==> src/sv/bdpc_pkg.sv <==
package bdpc_pkg;

	localparam int CFG_W = 16;
	localparam int EV_W  = 2;
	localparam int APB_DATA_W = 32;
	localparam int APB_ADDR_W = 3;

	// Press classification codes
	localparam logic [EV_W-1:0] EV_NONE  = 2'd0;
	localparam logic [EV_W-1:0] EV_SHORT = 2'd1;
	localparam logic [EV_W-1:0] EV_LONG  = 2'd2;

	// Register index (byte address bit 2)
	localparam logic REG_DEBOUNCE   = 1'b0;
	localparam logic REG_LONG_PRESS = 1'b1;

	localparam logic [CFG_W-1:0] DEBOUNCE_RST   = 16'd20;
	localparam logic [CFG_W-1:0] LONG_PRESS_RST = 16'd800;

	typedef struct packed {
		logic [CFG_W-1:0] debounce_ms;
		logic [CFG_W-1:0] long_press_ms;
	} cfg_t;

endpackage

==> src/sv/bdpc_if.sv <==
interface bdpc_poll_if #(
	parameter int TIME_BITS = 32
);
	logic                 valid;
	logic                 ready;
	logic                 button_released;
	logic [TIME_BITS-1:0] time_ms;

	modport source (output valid, output button_released, output time_ms, input ready);
	modport sink   (input valid, input button_released, input time_ms, output ready);
endinterface

interface bdpc_event_if;
	logic                       valid;
	logic                       ready;
	logic [bdpc_pkg::EV_W-1:0]  press_event;

	modport source (output valid, output press_event, input ready);
	modport sink   (input valid, input press_event, output ready);
endinterface

==> src/sv/bdpc_apb_regs.sv <==
module bdpc_apb_regs (
	input  logic                             clk,
	input  logic                             arst_n,
	input  logic                             psel,
	input  logic                             penable,
	input  logic                             pwrite,
	input  logic [bdpc_pkg::APB_ADDR_W-1:0]  paddr,
	input  logic [bdpc_pkg::APB_DATA_W-1:0]  pwdata,
	output logic [bdpc_pkg::APB_DATA_W-1:0]  prdata,
	output logic                             pready,
	output bdpc_pkg::cfg_t                   cfg
);
	import bdpc_pkg::*;

	logic [CFG_W-1:0] debounce_q;
	logic [CFG_W-1:0] long_press_q;
	logic             wr_en;

	assign pready = 1'b1;
	assign wr_en  = psel && penable && pwrite && pready;

	always_ff @(posedge clk or negedge arst_n) begin
		if (!arst_n) begin
			debounce_q   <= DEBOUNCE_RST;
			long_press_q <= LONG_PRESS_RST;
		end else if (wr_en) begin
			case (paddr[2])
				REG_DEBOUNCE:   debounce_q   <= pwdata[CFG_W-1:0];
				REG_LONG_PRESS: long_press_q <= pwdata[CFG_W-1:0];
				default:        debounce_q   <= debounce_q;
			endcase
		end
	end

	always_comb begin
		case (paddr[2])
			REG_DEBOUNCE:   prdata = {{(APB_DATA_W-CFG_W){1'b0}}, debounce_q};
			REG_LONG_PRESS: prdata = {{(APB_DATA_W-CFG_W){1'b0}}, long_press_q};
			default:        prdata = '0;
		endcase
	end

	assign cfg.debounce_ms   = debounce_q;
	assign cfg.long_press_ms = long_press_q;

endmodule

==> src/sv/bdpc_classify.sv <==
module bdpc_classify #(
	parameter int TIME_BITS = 32
) (
	input  logic                        clk,
	input  logic                        arst_n,
	input  logic                        step,
	input  logic                        button_released,
	input  logic [TIME_BITS-1:0]        time_ms,
	input  bdpc_pkg::cfg_t              cfg,
	output logic [bdpc_pkg::EV_W-1:0]   press_event
);
	import bdpc_pkg::*;

	logic                 stable_q;
	logic                 armed_q;
	logic                 long_fired_q;
	logic                 pending_q;
	logic [TIME_BITS-1:0] edge_time_q;
	logic [TIME_BITS-1:0] press_time_q;

	logic [TIME_BITS-1:0] edge_ref;
	logic [TIME_BITS-1:0] edge_age;
	logic [TIME_BITS-1:0] press_age;
	logic                 changed;
	logic                 settle;
	logic                 long_hit;

	// A fresh change starts timing at this poll, so its age is zero
	assign edge_ref  = pending_q ? edge_time_q : time_ms;
	assign edge_age  = time_ms - edge_ref;
	assign press_age = time_ms - press_time_q;
	assign changed   = button_released != stable_q;
	assign settle    = changed &&
		(edge_age >= {{(TIME_BITS-CFG_W){1'b0}}, cfg.debounce_ms});
	assign long_hit  = !changed && armed_q && !long_fired_q && !stable_q &&
		(press_age >= {{(TIME_BITS-CFG_W){1'b0}}, cfg.long_press_ms});

	always_comb begin
		press_event = EV_NONE;
		if (settle && button_released && armed_q && !long_fired_q) begin
			press_event = EV_SHORT;
		end else if (long_hit) begin
			press_event = EV_LONG;
		end
	end

	always_ff @(posedge clk or negedge arst_n) begin
		if (!arst_n) begin
			stable_q     <= 1'b1;
			armed_q      <= 1'b0;
			long_fired_q <= 1'b0;
			pending_q    <= 1'b0;
			edge_time_q  <= '0;
			press_time_q <= '0;
		end else if (step) begin
			if (changed) begin
				if (!pending_q) begin
					edge_time_q <= time_ms;
				end
				if (settle) begin
					pending_q <= 1'b0;
					stable_q  <= button_released;
					if (!button_released) begin
						armed_q      <= 1'b1;
						long_fired_q <= 1'b0;
						press_time_q <= time_ms;
					end else begin
						armed_q <= 1'b0;
					end
				end else begin
					pending_q <= 1'b1;
				end
			end else begin
				pending_q <= 1'b0;
				if (long_hit) begin
					long_fired_q <= 1'b1;
				end
			end
		end
	end

endmodule

==> src/sv/button_debounce_press_classifier.sv <==
// Channel  Modport  Direction  Payload
// poll     sink     in         button_released, time_ms[TIME_BITS-1:0]
// press    source   out        press_event[1:0] (none / short / long)
// APB      slave    in/out     debounce_ms @ 0x0, long_press_ms @ 0x4
//
// One poll per cycle while press.ready holds; a result is valid once its poll
// moves into the result register, and leaves at the next edge at the earliest.
// The press state advances as a poll moves into the result register.
// arst_n clears the state to released/disarmed and loads the register defaults.
// A stalled press channel holds the result register; once the poll register
// also fills, poll.ready drops until the result is taken.
module button_debounce_press_classifier #(
	parameter int TIME_BITS = 32
) (
	input  logic                             clk,
	input  logic                             arst_n,
	bdpc_poll_if.sink                        poll,
	bdpc_event_if.source                     press,
	input  logic                             psel,
	input  logic                             penable,
	input  logic                             pwrite,
	input  logic [bdpc_pkg::APB_ADDR_W-1:0]  paddr,
	input  logic [bdpc_pkg::APB_DATA_W-1:0]  pwdata,
	output logic [bdpc_pkg::APB_DATA_W-1:0]  prdata,
	output logic                             pready
);
	import bdpc_pkg::*;

	cfg_t                 cfg;

	// Poll register
	logic                 valid_s1;
	logic                 released_s1;
	logic [TIME_BITS-1:0] time_s1;

	// Result register
	logic                 out_valid_q;
	logic [EV_W-1:0]      event_q;

	logic [EV_W-1:0]      event_d;
	logic                 out_free;
	logic                 advance;

	bdpc_apb_regs u_regs (
		.clk     (clk),
		.arst_n  (arst_n),
		.psel    (psel),
		.penable (penable),
		.pwrite  (pwrite),
		.paddr   (paddr),
		.pwdata  (pwdata),
		.prdata  (prdata),
		.pready  (pready),
		.cfg     (cfg)
	);

	bdpc_classify #(
		.TIME_BITS (TIME_BITS)
	) u_classify (
		.clk             (clk),
		.arst_n          (arst_n),
		.step            (advance),
		.button_released (released_s1),
		.time_ms         (time_s1),
		.cfg             (cfg),
		.press_event     (event_d)
	);

	// Result register takes a new value when empty or being drained
	assign out_free   = !out_valid_q || press.ready;
	assign advance    = valid_s1 && out_free;
	// Poll register refills whenever its content moves on or it is empty
	assign poll.ready = !valid_s1 || out_free;

	always_ff @(posedge clk or negedge arst_n) begin
		if (!arst_n) begin
			valid_s1 <= 1'b0;
		end else if (poll.ready) begin
			valid_s1 <= poll.valid;
		end
	end

	always_ff @(posedge clk) begin
		if (poll.valid && poll.ready) begin
			released_s1 <= poll.button_released;
			time_s1     <= poll.time_ms;
		end
	end

	always_ff @(posedge clk or negedge arst_n) begin
		if (!arst_n) begin
			out_valid_q <= 1'b0;
		end else if (out_free) begin
			out_valid_q <= valid_s1;
		end
	end

	always_ff @(posedge clk) begin
		if (advance) begin
			event_q <= event_d;
		end
	end

	assign press.valid       = out_valid_q;
	assign press.press_event = event_q;

endmodule
==> src/flat_wrapper.sv <==
// flat-port wrapper written by rule: the top's interface ports become plain ports
module button_debounce_press_classifier_flat import bdpc_pkg::*;
#(
	parameter int TIME_BITS = 32
)
  (clk, arst_n, psel, penable, pwrite, paddr, pwdata, prdata, pready, poll_valid, poll_button_released, poll_time_ms, poll_ready, press_valid, press_press_event, press_ready);
  bdpc_poll_if #(.TIME_BITS(TIME_BITS)) poll_i ();
  bdpc_event_if press_i ();
  input  logic clk;
  input  logic arst_n;
  input  logic psel;
  input  logic penable;
  input  logic pwrite;
  input  logic [bdpc_pkg::APB_ADDR_W-1:0] paddr;
  input  logic [bdpc_pkg::APB_DATA_W-1:0] pwdata;
  output logic [bdpc_pkg::APB_DATA_W-1:0] prdata;
  output logic pready;
  input wire logic [$bits(poll_i.valid)-1:0] poll_valid;
  input wire logic [$bits(poll_i.button_released)-1:0] poll_button_released;
  input wire logic [$bits(poll_i.time_ms)-1:0] poll_time_ms;
  output wire logic [$bits(poll_i.ready)-1:0] poll_ready;
  output wire logic [$bits(press_i.valid)-1:0] press_valid;
  output wire logic [$bits(press_i.press_event)-1:0] press_press_event;
  input wire logic [$bits(press_i.ready)-1:0] press_ready;
  assign poll_i.valid = poll_valid;
  assign poll_i.button_released = poll_button_released;
  assign poll_i.time_ms = poll_time_ms;
  assign poll_ready = poll_i.ready;
  assign press_valid = press_i.valid;
  assign press_press_event = press_i.press_event;
  assign press_i.ready = press_ready;
  button_debounce_press_classifier #(.TIME_BITS(TIME_BITS)) u_core (.clk(clk), .arst_n(arst_n), .poll(poll_i), .press(press_i), .psel(psel), .penable(penable), .pwrite(pwrite), .paddr(paddr), .pwdata(pwdata), .prdata(prdata), .pready(pready));
endmodule
==> config.mk <==
export PLATFORM = sky130hd
export DESIGN_NAME = button_debounce_press_classifier_flat
export DESIGN_NICKNAME = d
export VERILOG_FILES = /design/src/sv/bdpc_pkg.sv /design/src/sv/bdpc_if.sv /design/src/sv/bdpc_apb_regs.sv /design/src/sv/bdpc_classify.sv /design/src/sv/button_debounce_press_classifier.sv /design/src/flat_wrapper.sv
export SDC_FILE = /design/constraint.sdc
export NUM_CORES = 1
export LEC_CHECK = 0
export BUFFER_PORTS_ARGS = -buffer_cell sky130_fd_sc_hd__buf_4
export CAP_MARGIN = 20
export CORE_ASPECT_RATIO = 1.1
export CORE_MARGIN = 5
export CORE_UTILIZATION = 55
export CTS_BUF_LIST = sky130_fd_sc_hd__clkbuf_4
export CTS_CLUSTER_SIZE = 30
export DETAILED_ROUTE_END_ITERATION = 12
export PLACE_DENSITY = 0.75
export SLEW_MARGIN = 40
export SYNTH_ARGS = -nofsm -noshare
export SYNTH_HDL_FRONTEND = slang
export SYNTH_HIERARCHICAL = 1
export SYNTH_SLANG_ARGS = --single-unit
==> constraint.sdc <==
create_clock -name clk -period 5.43 [get_ports clk]
set_input_delay 0.543 -clock clk [delete_from_list [all_inputs] [get_ports clk]]
set_output_delay 0.543 -clock clk [all_outputs]
set_load 0.03 [all_outputs]
==> flow_summary.yaml, run 1 <==
critical_path:
  cp-end-kind: "register"
  worst-setup-path-type: "register to register"
  crit_arrival_ns: 5.54
  required_ns: 5.88
  critPathMaxFanout: 17
  startpoint_type: "register"
grt:
  grt_busiest_layer: "met2"
  grt_pass1_vias: 7988
  gr-usage-met3: 0.0323
  grt_max_degree: 61
  track_usage: 0.224
  grt.met2_usage: 0.383
  antenna_found_initial: 1
  grt_first_pass_wirelength_um: 39800
  gr-total-overflow: 0
  use_met1: 0.283
synthesis:
  synth-warning-count: 6
  synthCells: 1032
  synthDistinctLibCells: 81
  yosys-top-cells-area: "dfrtp_1 23%, ha_1 12%, edfxtp_1 10%"
  netlist_area_mm2: 0.0106
  yosysTopAreaCell: "dfrtp_1"
  yosysSeqAreaShare: 0.342
  synth_flop_cell: "dfrtp_1"
  synth_top_area_frac: 0.228
  avgSynthCellArea_um2: 10.2
  synthArstFlopShare: 0.745
  synth_edf_count: 35
  ys_seq_elements: 137
power_and_ir_drop:
  power_switching_mw: 2.13
  ir_worst_vdd_uv: 236
  p_leak_nw: 5.25
  p_int_mw: 3.00
  pwr-share-seq: 0.313
  power.share.clock: 0.134
  combPwrFrac: 0.553
  switching_share: 0.416
  p_per_area_mw_per_mm2: 442
clock_network:
  clk_pin_slew_worst_paths_ns: 0.14
  htree_levels: 4
  cts_made_buffers: 17
  clock-root-buffer: "clkbuf_4"
  clkSinkCount: 137
  max-clock-path-buffers: 2
  clk_latency_ns: 0.57
  cts_tree: "built"
final_layout:
  final_cell_area_mm2: 0.0116
  utilization: 0.612
  fill_cells: 1633
  fin_cells: 1363
  nets: 1276
  syn2layout_area_growth_pct: 9.96
  most-common-layout-cells: "96 x ha_1, 95 x dfrtp_1, 90 x buf_4"
  final_common_cell: "ha_1"
  drive_gt1_frac: 0.249
placed_design:
  io_buffers: 76
  gp_congestion: 0.917
  postPlaceCellArea_mm2: 0.0112
  place_inst: 1323
  dpl.hpwl_um: 18800
sta:
  timing.setup.tns_ns: 0
  drv_slew: 0
  fin_crit_sh: 0.938
  fmax_mhz: 196
  setup_viol: 0
  max_slew_margin: 0.614
  tightest_slew_ns: 0.575
  finalCriticalPeriod_ns: 5.10
  clock_skew_ns: 0.0209
  hold_ws_ns: 0.137
  rsz0062_at_grt: "no"
  hold_viol_final: 0
routing:
  wire_per_inst_um: 18.3
  num_vias: 8089
  drt_pass1_iterations: 5
  finalWirelength_um: 25000
  via_per_inst: 5.93
  ant_nets: 0
  drt_first_iter_violations: 455
  drc: 0
floorplan:
  coreArea_mm2: 0.0190
  num_io_pins: 112
  start_util: 0.556
  rows: 53
  chipHeight_um: 155
  die_w_um: 142
  die-area_mm2: 0.0221
worst_hold_path:
  min_path_type: "input port to register"
outcome:
  outcome: "completed"
job:
  maxCapViolations: 0
==> synth_stat cells, drive strengths merged, types with 3 or more instances <==
cell type / instances
nand3: 14
or3: 8
nor3b: 7
xor2: 17
edfxtp: 35
nand3b: 8
o21a: 15
a31oi: 13
a31o: 4
ha: 97
nor2: 45
clkbuf: 28
a21oi: 57
nand2b: 17
a21o: 30
buf: 30
dfstp: 6
o311a: 3
nor3: 9
o21bai: 4
a211o: 5
mux2i: 34
o31ai: 9
a211oi: 12
mux2: 114
o21ai: 51
and3: 7
nor2b: 5
or2: 4
a22o: 3
dfrtp: 96
a311oi: 4
o211ai: 9
nand2: 56
a2111oi: 5
xnor2: 24
o2111ai: 4
inv: 76
nor4: 9
and2: 6
nand4: 22
==> final timing paths <==
check	from	to	slack (ns)	depth (start not counted)
max	u_core/u_classify/pending_q	u_core/u_classify/press_time_q[3]	0.33	23
min reg2reg	u_core/u_classify/press_time_q[2]	u_core/u_classify/press_time_q[2]	0.52	1
min	poll_time_ms[14]	u_core/time_s1[14]	0.14	1
max in group asynchronous	arst_n	u_core/u_classify/pending_q	3.90	3
min in group asynchronous	arst_n	u_core/u_classify/press_time_q[30]	0.52	2
max reg2reg	u_core/u_classify/pending_q	u_core/u_classify/press_time_q[3]	0.33	23
==> cells by family after synthesis <==
logic type | after synthesis | synth area share
compound gates | 244 | 0.157
simple gates | 227 | 0.117
mux | 148 | 0.167
flops | 137 | 0.342
buf+inv | 134 | 0.0628
fa+ha+maj | 99 | 0.119
xor+xnor | 41 | 0.0340
other cells | 2 | 0.000712
==> layer usage <==
| metal | vias up | routed length [um] |
|---|---|---|
| li1 | 3923 | - |
| met1 | 3929 | 10900 |
| met2 | 194 | 12300 |
| met3 | 43 | 926 |
| met4 | 0 | 891 |
| met5 | - | 0 |
==> final cells by class <==
class / count / area, um^2 / share of cell area
inverter: 76 / 285 / 0.0246
tap: 247 / 309 / 0.0266
clock inverter: 15 / 151 / 0.0130
timing repair buffer: 94 / 742 / 0.0639
sequential: 137 / 3610 / 0.311
antenna: 1 / 2.50 / 0.000216
clock buffer: 17 / 128 / 0.0110
multi-input combinational: 776 / 6370 / 0.549
==> state kept, by name (all words and copies together), names as in the netlist, 2 cells and up <==
register and count:
u_core/press.press_event 2, u_core/time_s1 32, u_core/u_regs/long_press_q 16, u_core/u_classify/edge_time_q 32
u_core/u_regs/debounce_q 16, u_core/u_classify/press_time_q 32
==> power groups by stage <==
stage / clock (mW) / sequential, mW / combinational, mW
6_report: 0.688 / 1.61 / 2.84
4_1_cts: 0.705 / 1.60 / 2.79
3_5_place_dp: 0 / 1.62 / 2.77
2_1_floorplan: 0 / 1.56 / 2.20
5_1_grt: 0.746 / 1.65 / 3.14
3_3_place_gp: 0 / 1.60 / 2.71
==> per-stage QoR <==
stage / power, mW / setup WS (ns)
3_3_place_gp: 4.31 / 0.355
2_1_floorplan: 3.76 / 0.426
5_1_grt: 5.53 / 0.00153
6_report: 5.13 / 0.335
4_1_cts: 5.10 / 0.203
3_5_place_dp: 4.39 / 0.256
==> repair_timing <==
| item | in CTS | in global routing |
|---|---|---|
| hold endpoints to repair | 0 | 54 |
| setup buffers | 0 | 5 |
| setup endpoints to repair | 0 | 34 |
| hold buffers | 0 | 1 |
| gates resized for setup | 0 | 10 |
==> critical path: stages, from the launching register on <==
cell and delay [ns]:
dfrtp_2 0.49, buf_4 0.21, o21ai_0 0.23, ha_1 0.24, fa_1 0.21, nand2b_1 0.16
a21oi_2 0.09, o31ai_2 0.33, nand2_1 0.14, a31oi_1 0.21, xnor2_1 0.10, ha_1 0.18
a21o_1 0.15, a21o_1 0.17, a22o_1 0.21, nor3_1 0.18, o211ai_1 0.12, a21oi_1 0.14
nand4_1 0.11, nor4_1 0.22, and4_2 0.31, or3_2 0.21, buf_12 0.21, mux2_2 0.36
No activity file was read; power rests on OpenSTA's default activity.
==> run 2: changes to the inputs <==
--- a/config.mk
+++ b/config.mk
@@ -18,4 +18,3 @@
 export SYNTH_ARGS = -nofsm -noshare
 export SYNTH_HDL_FRONTEND = slang
-export SYNTH_HIERARCHICAL = 1
 export SYNTH_SLANG_ARGS = --single-unit
==> constraint.sdc (replaced) <==
create_clock -name clk -period 5.43 [get_ports clk]
set_input_delay 0.2715 -clock clk [delete_from_list [all_inputs] [get_ports clk]]
set_output_delay 0.2715 -clock clk [all_outputs]
set_load 0.03 [all_outputs]
==> run 2 against run 1 <==
- core utilization up 2.6 points
- sequential power about the same
- clock power shrank 2%
- sequential share of layout area shrank 1.5 points
- largest power group unchanged
==> flow_summary.yaml, run 2 <==
sta:
  tightest_slew_ns: 0.742
  fmax_mhz: 188
  max_slew_margin: 0.499
  finalCriticalPeriod_ns: 5.32
  timing.setup.tns_ns: 0
  hold_viol_final: 0
  drv_slew: 0
  rsz0062_at_grt: "yes"
  setup_viol: 0
  fin_crit_sh: 0.980
  timing.final.ws_setup_ns: 0.111
  clock_skew_ns: 0.0363
synthesis:
  yosys-top-cells-area: "dfrtp_1 23%, ha_1 12%, edfxtp_1 9.9%"
  synth_top_area_frac: 0.226
  synth_common_cells: "114 x nand2_1, 98 x ha_1, 96 x dfrtp_1"
  synth_flop_cell: "dfrtp_1"
  synthCells: 1130
  synthArstFlopShare: 0.745
  synth-warning-count: 0
  synthDistinctLibCells: 92
  avgSynthCellArea_um2: 9.42
  yosysSeqAreaShare: 0.339
  ys_seq_elements: 137
  yosysTopAreaCell: "dfrtp_1"
  synth_most_common_cell: "nand2_1"
  netlist_area_mm2: 0.0106
  synth_edf_count: 35
clock_network:
  max-clock-path-buffers: 2
  clkSinkCount: 137
  clk_pin_slew_worst_paths_ns: 0.15
  clk_latency_ns: 0.59
  cts_tree: "built"
  clock-root-buffer: "clkbuf_4"
  cts_made_buffers: 17
  htree_levels: 4
power_and_ir_drop:
  pwr-share-seq: 0.306
  combPwrFrac: 0.563
  power_switching_mw: 2.29
  ir_worst_vdd_uv: 253
  p_int_mw: 2.87
  p_per_area_mw_per_mm2: 423
  p_leak_nw: 5.43
  power.share.clock: 0.131
  switching_share: 0.444
placed_design:
  gp_congestion: 0.928
  place_inst: 1415
  io_buffers: 76
  post-place-ws_ns: 0.0756
  dpl.hpwl_um: 20300
  postPlaceCellArea_mm2: 0.0113
critical_path:
  r2r_start: "u_core.time_s1[0]"
  crit_chain: "inv_1 -> ha_1 -> inv_1 -> fa_1 -> a21oi_2 -> o2bb2ai_1 -> o31a_1 -> o32ai_4 -> xnor2_1 -> ha_1 -> nand2_1 -> o2bb2ai_1 -> a2111oi_2 -> nand4_1 -> or4b_1 -> a311o_1 -> nor4_2 -> nand4_1 -> o41ai_2 -> buf_4 -> nor2_1"
  cp-end-kind: "register"
  critPathCapture: "u_core.press.press_event[1]"
  crit_arrival_ns: 5.66
  r2r_cells: 21
  crit_path_start: "u_core.time_s1[0]"
  r2r_setup_slack_ns: 0.11
  cp_slowest_cell: "or4b_1"
  required_ns: 5.77
  rr_endpoint: "u_core.press.press_event[1]"
  startpoint_type: "register"
  critPathMaxFanout: 4
  worst-setup-path-type: "register to register"
  max_stage_delay_ns: 0.52
worst_hold_path:
  min_path_type: "input port to async pin"
final_layout:
  fin_cells: 1507
  final_common_cell: "nand2_1"
  drive_gt1_frac: 0.180
  nets: 1420
  most-common-layout-cells: "114 x nand2_1, 97 x ha_1, 95 x dfrtp_1"
  largest_registers: "u_core.time_s1 x32, u_core.u_classify.edge_time_q x32, u_core.u_classify.press_time_q x32"
  syn2layout_area_growth_pct: 14.5
  utilization: 0.638
  fill_cells: 1597
  final_cell_area_mm2: 0.0122
routing:
  ant_nets: 0
  finalWirelength_um: 28300
  drt_first_iter_violations: 626
  wire_per_inst_um: 18.7
  via_per_inst: 5.93
  drt_pass1_iterations: 5
  drc: 0
  num_vias: 8943
outcome:
  outcome: "completed"
floorplan:
  start_util: 0.557
  coreArea_mm2: 0.0191
  die_w_um: 143
  rows: 53
  die-area_mm2: 0.0222
  chipHeight_um: 156
  num_io_pins: 112
grt:
  grt_max_degree: 76
  track_usage: 0.250
  antenna_found_initial: 1
  grt_first_pass_wirelength_um: 44500
  grt_pass1_vias: 8808
  gr-total-overflow: 0
job:
  maxCapViolations: 0
## run 2: cell types whose count changed in the layout (fill, tap and decap cells not counted), moves of 9 or more
cell and delta:
inv_1 +12, dlygate4sd3_1 +52, a21oi_1 +17, o21ai_0 +40
mux2_2 -41, mux2_4 -9, nand2_1 +58
## run 2: repair_timing
action	in CTS	in global routing
gates resized for setup	0	8
endpoints found under the hold margin	94	0
setup endpoints to repair	0	33
buffers inserted	0	2
hold buffers	53	0
## run 2: cells by family (layout without fill, tap and decap cells)
group                    count (synthesis)  after routing  synth area share
flip-flops                             137            137             0.339
XOR/XNOR                                41             41            0.0344
AND/OR/NAND/NOR                        283            283             0.130
AO/OA/AOI/OAI                          312            315             0.196
buffers and inverters                  153            263            0.0669
other                                    2             19          0.000706
multiplexers                           102            102             0.114
adder cells (fa/ha/maj)                100            100             0.119
## run 2: area by class of cell
| type | instances | area (um^2) | share of cell area |
|---|---|---|---|
| clock inverter | 13 | 118 | 0.00965 |
| tap | 247 | 309 | 0.0254 |
| antenna | 2 | 5.00 | 0.000411 |
| inverter | 88 | 330 | 0.0271 |
| multi-input combinational | 858 | 6460 | 0.530 |
| timing repair buffer | 143 | 1210 | 0.0993 |
| clock buffer | 19 | 143 | 0.0117 |
| sequential | 137 | 3610 | 0.296 |
## run 2: how the worst min path moves through the flow
stage	from	end	depth (start not counted)
2_1_floorplan	arst_n	u_core.press.valid	0
3_3_place_gp	arst_n	u_core.u_regs.debounce_q[1]	1
3_5_place_dp	arst_n	u_core.u_regs.debounce_q[1]	1
4_1_cts	arst_n	u_core.u_regs.debounce_q[1]	2
5_1_grt	arst_n	u_core.u_regs.long_press_q[1]	2
6_report	arst_n	u_core.u_regs.long_press_q[1]	2
## run 2: critical path, delay by kind of cell, from the launching register on
| kind | cells | cell delay (ns) |
|---|---|---|
| fa+ha+maj | 3 | 0.85 |
| flops | 1 | 0.41 |
| simple gates | 6 | 1.14 |
| xor+xnor | 1 | 0.17 |
| compound gates | 8 | 2.15 |
| buf+inv | 3 | 0.35 |
## run 2: routing by layer
| layer | vias up | routed length, um | global-route usage |
|---|---|---|---|
| met5 | - | 0 | 0 |
| met4 | 0 | 793 | 0.0856 |
| met3 | 61 | 1300 | 0.0441 |
| met2 | 231 | 13700 | 0.422 |
| met1 | 4327 | 12500 | 0.325 |
| li1 | 4324 | - | - |
## run 2: stage by stage
stage / power [mW] / hold WS (ns)
2_1_floorplan: 3.70 / -0.0241
3_3_place_gp: 4.31 / 0.221
3_5_place_dp: 4.38 / 0.226
4_1_cts: 5.10 / 0.103
5_1_grt: 5.57 / 0.144
6_report: 5.16 / 0.125
## run 2: power groups by stage
stage | combinational (mW) | sequential [mW] | clock, mW
2_1_floorplan | 2.16 | 1.54 | 0
3_3_place_gp | 2.74 | 1.58 | 0
3_5_place_dp | 2.79 | 1.59 | 0
4_1_cts | 2.83 | 1.58 | 0.689
5_1_grt | 3.23 | 1.61 | 0.734
6_report | 2.91 | 1.58 | 0.676
